**config.mk**
```make
export PLATFORM = sky130hd
export DESIGN_NAME = lzwbc_ram
export DESIGN_NICKNAME = d
export VERILOG_FILES = /design/src/rtl/lzwbc_ram.sv
export SDC_FILE = /design/constraint.sdc
export NUM_CORES = 2
export LEC_CHECK = 0
export ABC_AREA = 1
export BUFFER_PORTS_ARGS = -buffer_cell sky130_fd_sc_hd__buf_2
export CAP_MARGIN = 10
export CORE_MARGIN = 2
export CORE_UTILIZATION = 25
export CTS_CLUSTER_DIAMETER = 60
export CTS_CLUSTER_SIZE = 28
export DETAILED_ROUTE_END_ITERATION = 12
export PLACE_DENSITY = 0.41
export SETUP_SLACK_MARGIN = 0.02
export SYNTH_ARGS = -nofsm -noshare
export SYNTH_HDL_FRONTEND = slang
export SYNTH_SLANG_ARGS = --single-unit
export TNS_END_PERCENT = 20
```
**constraint.sdc**
```tcl
create_clock -name clk -period 2.85 [get_ports clk]
set_input_delay 0.4275 -clock clk [delete_from_list [all_inputs] [get_ports clk]]
set_output_delay 0.4275 -clock clk [all_outputs]
set_load 0.01 [all_outputs]
```
**src/rtl/lzwbc_ram.sv**
```systemverilog
`timescale 1ns / 1ps
// ----------------------------------------------------------------------------
// lzwbc_ram
// Single-port synchronous RAM, registered read.
// ----------------------------------------------------------------------------
module lzwbc_ram #(
    parameter int WIDTH = 8,
    parameter int DEPTH = 256
) (
    input  logic                     clk,
    input  logic                     en,
    input  logic                     we,
    input  logic [$clog2(DEPTH)-1:0] addr,
    input  logic [WIDTH-1:0]         wdata,
    output logic [WIDTH-1:0]         rdata
);

    logic [WIDTH-1:0] mem [DEPTH];
    logic [WIDTH-1:0] rdata_reg;

    always_ff @(posedge clk)
    begin
        if (en)
        begin
            if (we)
            begin
                mem[addr] <= wdata;
            end
            rdata_reg <= mem[addr];
        end
    end

    assign rdata = rdata_reg;

endmodule

```
==> run summary <==
status: finished clean
post-CTS sizing: 0
Final #Nets: 8146
antenna-violating nets left: 0
vias in the first global route: 56200
clk buf depth: 4
Primary FF master, synth: edfxtp_1
Clk pwr share: 40.9%
synthesized area: 84700 sq um
Finish-stage setup viols: 0
unrepaired setup endpoints after global routing: no
pin count of the biggest net entering global routing: 127
Fin. Hold Viols: 0
VDD IR max: 469 uV
switching power: 15.9 mW
Setup Slack @ Placement: -0.247 ns
Worst-path clk slew: 0.08 ns
DIE AREA: 344000 sq um
Rel. slew slack: 28.7%
area share of the largest cell type after synthesis: 72.9%
fin crit period: 2.28 ns
CTS buffer count: 177
overflow left after global routing: 0
final worst slack: 0.573 ns
Setup crit end kind: register
synth top area cells: edfxtp_1 (73%), nand2_1 (18%), nand3_1 (3.3%), nor2_1 (1.5%), clkbuf_1 (1.1%)
Via Count: 56700
number of flops mapped to enable cells by yosys: 2056
area delta synth->final: 19.2%
Startpoint Class: register
htree depth: 4
# DRC: 0
Clock Latency Late Sink: 0.86 ns
initial antenna violation count: 12
clock sink count: 2056
first-pass GRT wire length: 399000 um
Seq/Total Area, Yosys: 72.9%
Least-Margin Pin Slew: 1.07 ns
Initial Util: 25.2%
most frequent cells after synthesis: nand2_1 (4102), edfxtp_1 (2056), nand3_1 (564)
crit path kind: reg -> reg
Vias/cell: 4.43
Synth area leader: edfxtp_1
fin crit share: 79.9%
DIE HEIGHT: 586 um
first drt pass iteration count: 5
CTS root buf: clkbuf_16
clk_skew: 0.0524 ns
maxcap violations: 0
Row Count: 213
Combinational Power Share: 6.6%
Yosys cell types: 16
max reg flops: 2048
Post-Route Setup TNS: 0 ns
Routed WL: 273000 um
switch share: 25.0%
Final Max Tran Viols: 0
Final HPWL DP: 171000 um
Synth Net Count: 7817
gp weighted congestion: 0.818
TritonCTS clock tree: done
sequential power share: 52.4%
Mean Syn Cell Area: 10.9 sq um
Buffers on Ports: 26
fmax: 0.439 GHz
Pwr Density: 629 nW/um^2
IO Pins: 27
wire per inst: 21.4 um
worst min-delay path category: in -> reg
Iteration-0 DRC Markers: 4832
ys async rst share: 0%
cts hold-fix bufs: 7
Core Region: 337000 sq um
LEAKAGE: 38.5 nW
Arr. time, crit path: 2.90 ns
internal power: 47.7 mW
total track usage: 15.7%
Worst EP required: 3.47 ns
Post-CTS Setup Bufs: 0
Die Wd: 586 um
Syn. warnings: 0
Syn Inst Count: 7798
count leader, synth: nand2_1
FF+latch count, synth: 2056
fraction of final layout cells sized beyond drive strength 1: 11.3%
worst-path fanout max: 1
-- critical path: stages, from the launching register on --
cell      delay, ns
edfxtp_1       0.36
nand2_1        0.07
nand2_1        0.06
nand2_1        0.05
nand2_1        0.13
nand2_1        0.09
nand2_1        0.06
o21ai_1        0.32
buf_4          0.19
nand2_1        0.11
nor2_1         0.16
buf_4          0.14
nor2_1         0.05
nor2_1         0.12
buf_4          0.11
nand2_1        0.04
-- final timing paths --
kind	to	slack, ns	cells after the start	start
setup / recovery	rdata[3]	0.57	15	mem[143][3]
hold / removal	mem[180][7]	0.06	1	wdata[7]
setup reg to reg	rdata[3]	0.57	15	mem[143][3]
hold reg to reg	rdata[2]	1.05	10	mem[202][2]
-- cell families after synthesis --
group / synth area share (%)
AOI/OAI and AO/OA: 0.756
DFF: 72.9
buffers and inverters: 2.36
and+or+nand+nor: 24.0
-- placed cells by master, fill, tap and decap left out --
| cell | count |
|---|---|
| nand3_2 | 4 |
| nor2_4 | 6 |
| inv_8 | 26 |
| inv_16 | 2 |
| clkbuf_1 | 3 |
| edfxtp_1 | 2056 |
| diode_2 | 2 |
| buf_8 | 10 |
| clkinv_4 | 8 |
| bufinv_16 | 12 |
| inv_12 | 7 |
| clkbuf_16 | 178 |
| inv_1 | 9 |
| nand2_1 | 4094 |
| inv_2 | 1 |
| buf_4 | 438 |
| nand4_1 | 132 |
| nand2_2 | 8 |
| o21ai_1 | 128 |
| inv_6 | 27 |
| clkinv_8 | 28 |
| dlygate4sd3_1 | 7 |
| nand3_1 | 560 |
| buf_12 | 135 |
| clkinv_2 | 15 |
| nor3_2 | 2 |
| nor2_1 | 338 |
| clkinv_1 | 4 |
| clkinvlp_4 | 13 |
| buf_2 | 16 |
-- metrics by stage --
step	util, %	hold WS (ns)	cells	total power, mW	area (sq um)
after global placement	28.1	0.824	12500	38.3	94800
after detailed placement	28.1	0.826	12500	38.3	94800
after global routing	30.0	0.0207	12800	65.7	101000
final	30.0	0.0612	12800	63.6	101000
after floorplan	-	0.526	7798	35.9	84700
after CTS	30.0	0.00329	12800	64.4	101000
-- area by class of cell --
| cell class | instances | area (sq um) |
|---|---|---|
| inverter | 14 | 77.6 |
| fill | 34700 | 236000 |
| multi-input combinational | 5272 | 21100 |
| tap | 4515 | 5650 |
| antenna | 2 | 5.00 |
| timing repair buffer | 606 | 6290 |
| clock inverter | 138 | 1720 |
| sequential | 2056 | 61700 |
| clock buffer | 181 | 4470 |
-- metal layers --
metal  routed length, um  vias to the layer above  global-route usage (%)  part of all wire (%)
met3               11800                      287                    1.87                   4.3
met5                   0                        -                       0                     0
li1                    -                    26900                       -                     -
met1              127000                    28300                    22.0                    46
met2              129000                     1208                    26.0                    47
met4                5320                        0                    3.13                   1.9
-- power groups by stage --
stage               Sequential [mW]  Clock (mW)  Combinational (mW)
CTS                            33.3        26.8                4.32
finish                         33.3        26.0                4.22
global route                   33.3        27.8                4.65
global placement               34.0           0                4.30
detailed placement             34.0           0                4.30
floorplan                      34.0           0                1.91
(Power assumes the default switching activity.)
