`config.mk`:
```
export PLATFORM = sky130hd
export DESIGN_NAME = lzwbc_out_fifo
export DESIGN_NICKNAME = d
export VERILOG_FILES = /design/src/rtl/lzwbc_pkg.sv /design/src/rtl/lzwbc_out_fifo.sv
export SDC_FILE = /design/constraint.sdc
export NUM_CORES = 1
export LEC_CHECK = 0
export BUFFER_PORTS_ARGS = -buffer_cell sky130_fd_sc_hd__clkbuf_2
export CAP_MARGIN = 20
export CELL_PAD_IN_SITES_DETAIL_PLACEMENT = 1
export CELL_PAD_IN_SITES_GLOBAL_PLACEMENT = 1
export CORE_MARGIN = 8
export CORE_UTILIZATION = 31
export CTS_CLUSTER_SIZE = 40
export DETAILED_ROUTE_END_ITERATION = 10
export HOLD_SLACK_MARGIN = 0.12
export PLACE_DENSITY_LB_ADDON = 0.1
export SETUP_SLACK_MARGIN = 0.15
export SLEW_MARGIN = 15
export SYNTH_ARGS = -nofsm -noshare
export SYNTH_HDL_FRONTEND = slang
export SYNTH_SLANG_ARGS = --single-unit
```
`constraint.sdc`:
```
create_clock -name clk -period 3.4 [get_ports clk]
set_clock_uncertainty 0.2 [all_clocks]
set_input_delay 0.68 -clock clk [delete_from_list [all_inputs] [get_ports clk]]
set_output_delay 0.68 -clock clk [all_outputs]
set_load 0.01 [all_outputs]
```
`src/rtl/lzwbc_pkg.sv`:
```
`timescale 1ns / 1ps
// ----------------------------------------------------------------------------
// lzwbc_pkg
// Shared constants and types of the LZW byte compressor.
// ----------------------------------------------------------------------------
package lzwbc_pkg;

    localparam int DICT_ENTRIES_DEF = 4096;
    localparam int HASH_SLOTS_DEF   = 8192;
    localparam int ROOT_CODES       = 256;
    localparam int OUT_CODE_W       = 12;
    localparam int OUT_DEPTH        = 4;

    typedef logic [OUT_CODE_W-1:0] out_code_t;

    // up to two results per input word, first one always in slot a
    typedef struct packed {
        logic      push_a;
        out_code_t code_a;
        logic      eos_a;
        logic      push_b;
        out_code_t code_b;
        logic      eos_b;
    } push_t;

endpackage

```
`src/rtl/lzwbc_out_fifo.sv`:
```
`timescale 1ns / 1ps
// ----------------------------------------------------------------------------
// lzwbc_out_fifo
// Small result queue; takes up to two results a cycle, gives one.
// ----------------------------------------------------------------------------
module lzwbc_out_fifo (
    input  logic                  clk,
    input  logic                  rst_n,
    input  lzwbc_pkg::push_t      push,
    output logic                  room2,
    output logic                  out_valid,
    input  logic                  out_ready,
    output lzwbc_pkg::out_code_t  out_code,
    output logic                  out_eos,
    output logic [$clog2(lzwbc_pkg::OUT_DEPTH):0] count
);
    import lzwbc_pkg::*;

    localparam int PW = $clog2(OUT_DEPTH);

    out_code_t      code_mem [OUT_DEPTH];
    logic           eos_mem  [OUT_DEPTH];
    logic [PW-1:0]  wr_ptr_reg, wr_ptr_next;
    logic [PW-1:0]  rd_ptr_reg, rd_ptr_next;
    logic [PW:0]    count_reg, count_next;
    logic           pop;
    logic [PW-1:0]  wr_ptr_b;

    assign pop       = out_valid && out_ready;
    assign wr_ptr_b  = wr_ptr_reg + PW'(1);
    assign out_valid = (count_reg != '0);
    assign out_code  = code_mem[rd_ptr_reg];
    assign out_eos   = eos_mem[rd_ptr_reg];
    assign room2     = (count_reg <= (PW+1)'(OUT_DEPTH - 2));
    assign count     = count_reg;

    always_comb
    begin
        wr_ptr_next = wr_ptr_reg + PW'(push.push_a) + PW'(push.push_b);
        rd_ptr_next = rd_ptr_reg + PW'(pop);
        count_next  = count_reg + (PW+1)'(push.push_a) + (PW+1)'(push.push_b)
                      - (PW+1)'(pop);
    end

    always_ff @(posedge clk or negedge rst_n)
    begin
        if (!rst_n)
        begin
            wr_ptr_reg <= '0;
            rd_ptr_reg <= '0;
            count_reg  <= '0;
        end
        else
        begin
            wr_ptr_reg <= wr_ptr_next;
            rd_ptr_reg <= rd_ptr_next;
            count_reg  <= count_next;
        end
    end

    always_ff @(posedge clk)
    begin
        if (push.push_a)
        begin
            code_mem[wr_ptr_reg] <= push.code_a;
            eos_mem[wr_ptr_reg]  <= push.eos_a;
        end
        if (push.push_b)
        begin
            code_mem[wr_ptr_b] <= push.code_b;
            eos_mem[wr_ptr_b]  <= push.eos_b;
        end
    end

endmodule

```
==> results.txt <==
The number of nets handed over by synthesis was 196. In this run the worst hold path is classified as register to register. The final max-slew violation count is 0. TritonCTS built the clock tree. The register with the most flip-flops in the layout has 48 of them.

The highest metal layer carrying signal wires in the routed design is met4. The flow ran to the end, and the final reports show no timing, DRC or antenna violations. For this design the ratio of total power to cell area is 843.9 nW/µm².

The detailed router finished its first iteration with 24 violations. The area of the core is about 9300 µm². The signal on the critical path passes through mux4_2 > clkbuf_2. The count of input and output buffers is 48. The clock-pin slew on the worst setup and hold paths came out at roughly 0.070 ns. Setup repair after global routing left no endpoint under its margin. The tree is rooted in a clkbuf_8. The vertical die dimension came out at ~110 µm. The last weighted congestion value of the routability-driven placer came out at 0.7096. The sequential-to-total area share from yosys stat is 58.49%. The largest individual stage delay along the critical path comes from the cell dfrtp_1. Summed over all failing endpoints, the final setup total negative slack is 0 ns.

The achievable frequency came out at 0.3723 GHz. The final worst-path cycle share is 79.01%. The number of register bits inferred by synthesis came out at 59. The HPWL after detailed placement is roughly 4.7 mm. The leakage power total is about 1.4 nW.

Ranked by total cell area, the synthesized netlist is headed by edfxtp_1, mux4_2, mux2_2. The wire length on met3 is approximately 330 µm. The dominant delay contributor by cell family on the critical path is flip-flops.

The remaining routing DRC violations came out at 0. In this run the post-CTS setup repair buffer count came out at 0. The growth of design area from synthesis to finish is 20.06%. The count of maximum capacitance violations came out at 0.

The via count of the first global-routing pass is 1850. The floorplan step defined a die boundary enclosing ~13000 µm². The count of yosys warnings during synthesis is 0. The total CTS buffers came out at 9. The first global-routing pass estimated 10.76 mm of wire. The worst path arrival time came out at 1.81 ns. The worst slack at placement came out at 0.7570 ns.

The max-slew headroom at the worst pin is 43.62%. STA classifies the critical path endpoint as an output port. The net count of the finished layout is 256. Entering global routing, the biggest net connects 15 pins. The worst setup path is launched from a register. The routed length on met1 is 2.960 mm. The maximum fanout encountered on the critical timing path is 14. The number of buffers on the longest clock path came out at 2.

The initial utilization of the core area, before any placement, comes to 31.98%. The detail route stage leaves a number of antenna-violating nets equal to 0. The final core area utilization is a little under two fifths. The total routing resource utilization after global routing is 11.39%. By startpoint and endpoint, the worst setup path is classified as register to output port. IR analysis of the VDD net gives a maximum drop of 337.8 µV. The sink count of the clock tree is 59. The largest stage delay on the critical path came out at roughly 0.9 ns. Synthesis handed over a netlist of ~160 instances. At the pin with the least slew margin, the transition time is 0.8425 ns. The H-tree generated during clock tree synthesis spans 3 levels. The number of iterations in the first detailed-routing pass is 4. The floorplan row count came out at 35.

The worst slack on hold paths came out at approximately 0.31 ns. The final critical-path setup slack came out at 0.7138 ns. The number of antenna diodes came out at 0. The post-route minimum period came out at 2.686 ns. The mean cell area of the mapped netlist is 18.67 µm². The routed via count came out at 1671. The summed instance area of the synthesized netlist is about 3000 µm². The detailed-route vias per instance came out at between 4 and 5. The combined buffer and inverter count along the critical path came out at 1. The ratio of cells with drive above 1 in the final layout is 53.57%. The largest total area in the synthesized netlist belongs to edfxtp_1. In this run the horizontal extent of the chip is roughly 110 µm. The final number of setup-violating endpoints is 0. The clock latency on the worst-skew pair came out at between 0.3 and 0.4 ns. The total global routing overflow is 0. The distinct cell type count of the synthesized netlist is 27.

The wire length on met2 is 3.523 mm. The count of final hold-check violations is 0. After layout, the design draws a total of 3.008 mW. The top-level port count came out at 49. The final routed wire length divided by cell count is 19.57 µm.

Data on the critical path is required at its endpoint by about 2.5 ns. The fraction of post-synthesis cell area in the top cell type by area is 52.59%. Wires add up to 6.908 mm.

The initial antenna violation count is 0.
-- what timing repair did --
action	4_1_cts	5_1_grt
endpoints found under the hold margin	7	0
hold buffers	1	0
resized for setup	0	0
-- area by class of cell --
| type | instances | area, µm² |
|---|---|---|
| Fill cell | 967 | 5719 |
| Multi-Input combinational cell | 88 | 1161 |
| Clock buffer | 10 | 127.6 |
| Inverter | 5 | 18.77 |
| Sequential cell | 59 | 1737 |
| Tap cell | 129 | 161.4 |
| Timing Repair Buffer | 56 | 302.8 |
| Clock inverter | 6 | 56.30 |
-- worst paths after layout --
kind,startpoint,endpoint,slack (ns),cells past startpoint
max in group asynchronous,rst_n,rd_ptr_reg[0]$_DFF_PN0_,2.31,2
worst min-delay path,rd_ptr_reg[0]$_DFF_PN0_,rd_ptr_reg[0]$_DFF_PN0_,0.31,1
min in group asynchronous,rst_n,rd_ptr_reg[1]$_DFF_PN0_,0.51,2
worst min register to register,rd_ptr_reg[0]$_DFF_PN0_,rd_ptr_reg[0]$_DFF_PN0_,0.31,1
worst max-delay path,rd_ptr_reg[1]$_DFF_PN0_,out_code[1],0.71,2
worst max register to register,count[1]$_DFF_PN0_,count[2]$_DFF_PN0_,0.86,7
-- logic make-up after synthesis --
group                    count (synthesis)  synth area share, %
flip-flops                              59                58.49
multiplexers                            66                31.06
AO/OA/AOI/OAI                            3               0.6743
AND/OR/NAND/NOR                         10                3.035
adder cells (fa/ha/maj)                  6                3.287
buffers and inverters                   12                2.570
XOR/XNOR                                 3               0.8851
-- power breakdown --
group | switching [mW] | internal, mW | total [mW]
clock network | 0.276 | 0.332 | 0.608
registers | 0.156 | 1.10 | 1.26
logic | 0.577 | 0.568 | 1.14
-- cells in the final DEF (no fill, tap or decap) --
cell	count
ha_1	3
dlygate4sd3_1	1
mux2_2	24
o31ai_2	1
mux2i_1	1
clkinvlp_4	1
and2_1	1
a21o_1	1
mux4_2	13
dfrtp_1	7
nor2_1	2
mux2_4	9
edfxtp_1	52
clkinv_1	1
bufinv_16	1
inv_1	5
clkbuf_8	9
buf_4	7
fa_1	3
nand3b_4	1
clkbuf_2	48
mux2_1	19
nand3b_2	1
xor2_1	2
nor2b_1	1
nor3b_4	1
nand2_1	1
or3_1	1
clkinv_2	3
o21ai_1	1
xnor2_1	1
nand3_2	1
clkbuf_1	1
-- synth_stat cells --
master,number
a21o_1,1
and2_1,1
buf_2,1
buf_4,4
buf_6,2
dfrtp_1,7
edfxtp_1,52
fa_1,3
ha_1,3
inv_1,5
mux2_1,19
mux2_2,24
mux2_4,9
mux2i_1,1
mux4_2,13
nand2_1,1
nand3_2,1
nand3b_2,1
nand3b_4,1
nor2_1,2
nor2b_1,1
nor3b_4,1
o21ai_0,1
o31ai_1,1
or3_1,1
xnor2_1,1
xor2_1,2
-- through the flow --
step	cells	area [µm²]
floorplan	159	2969
global placement	336	3371
detailed placement	336	3371
CTS	353	3565
global route	353	3565
finish	353	3565
-- metal layers --
metal  vias up  track usage, %
met1       876           13.20
met4         0           4.791
met3        10           3.592
met2        31           19.01
li1        754               -
met5         -               0
No activity file was read; power rests on OpenSTA's default activity.
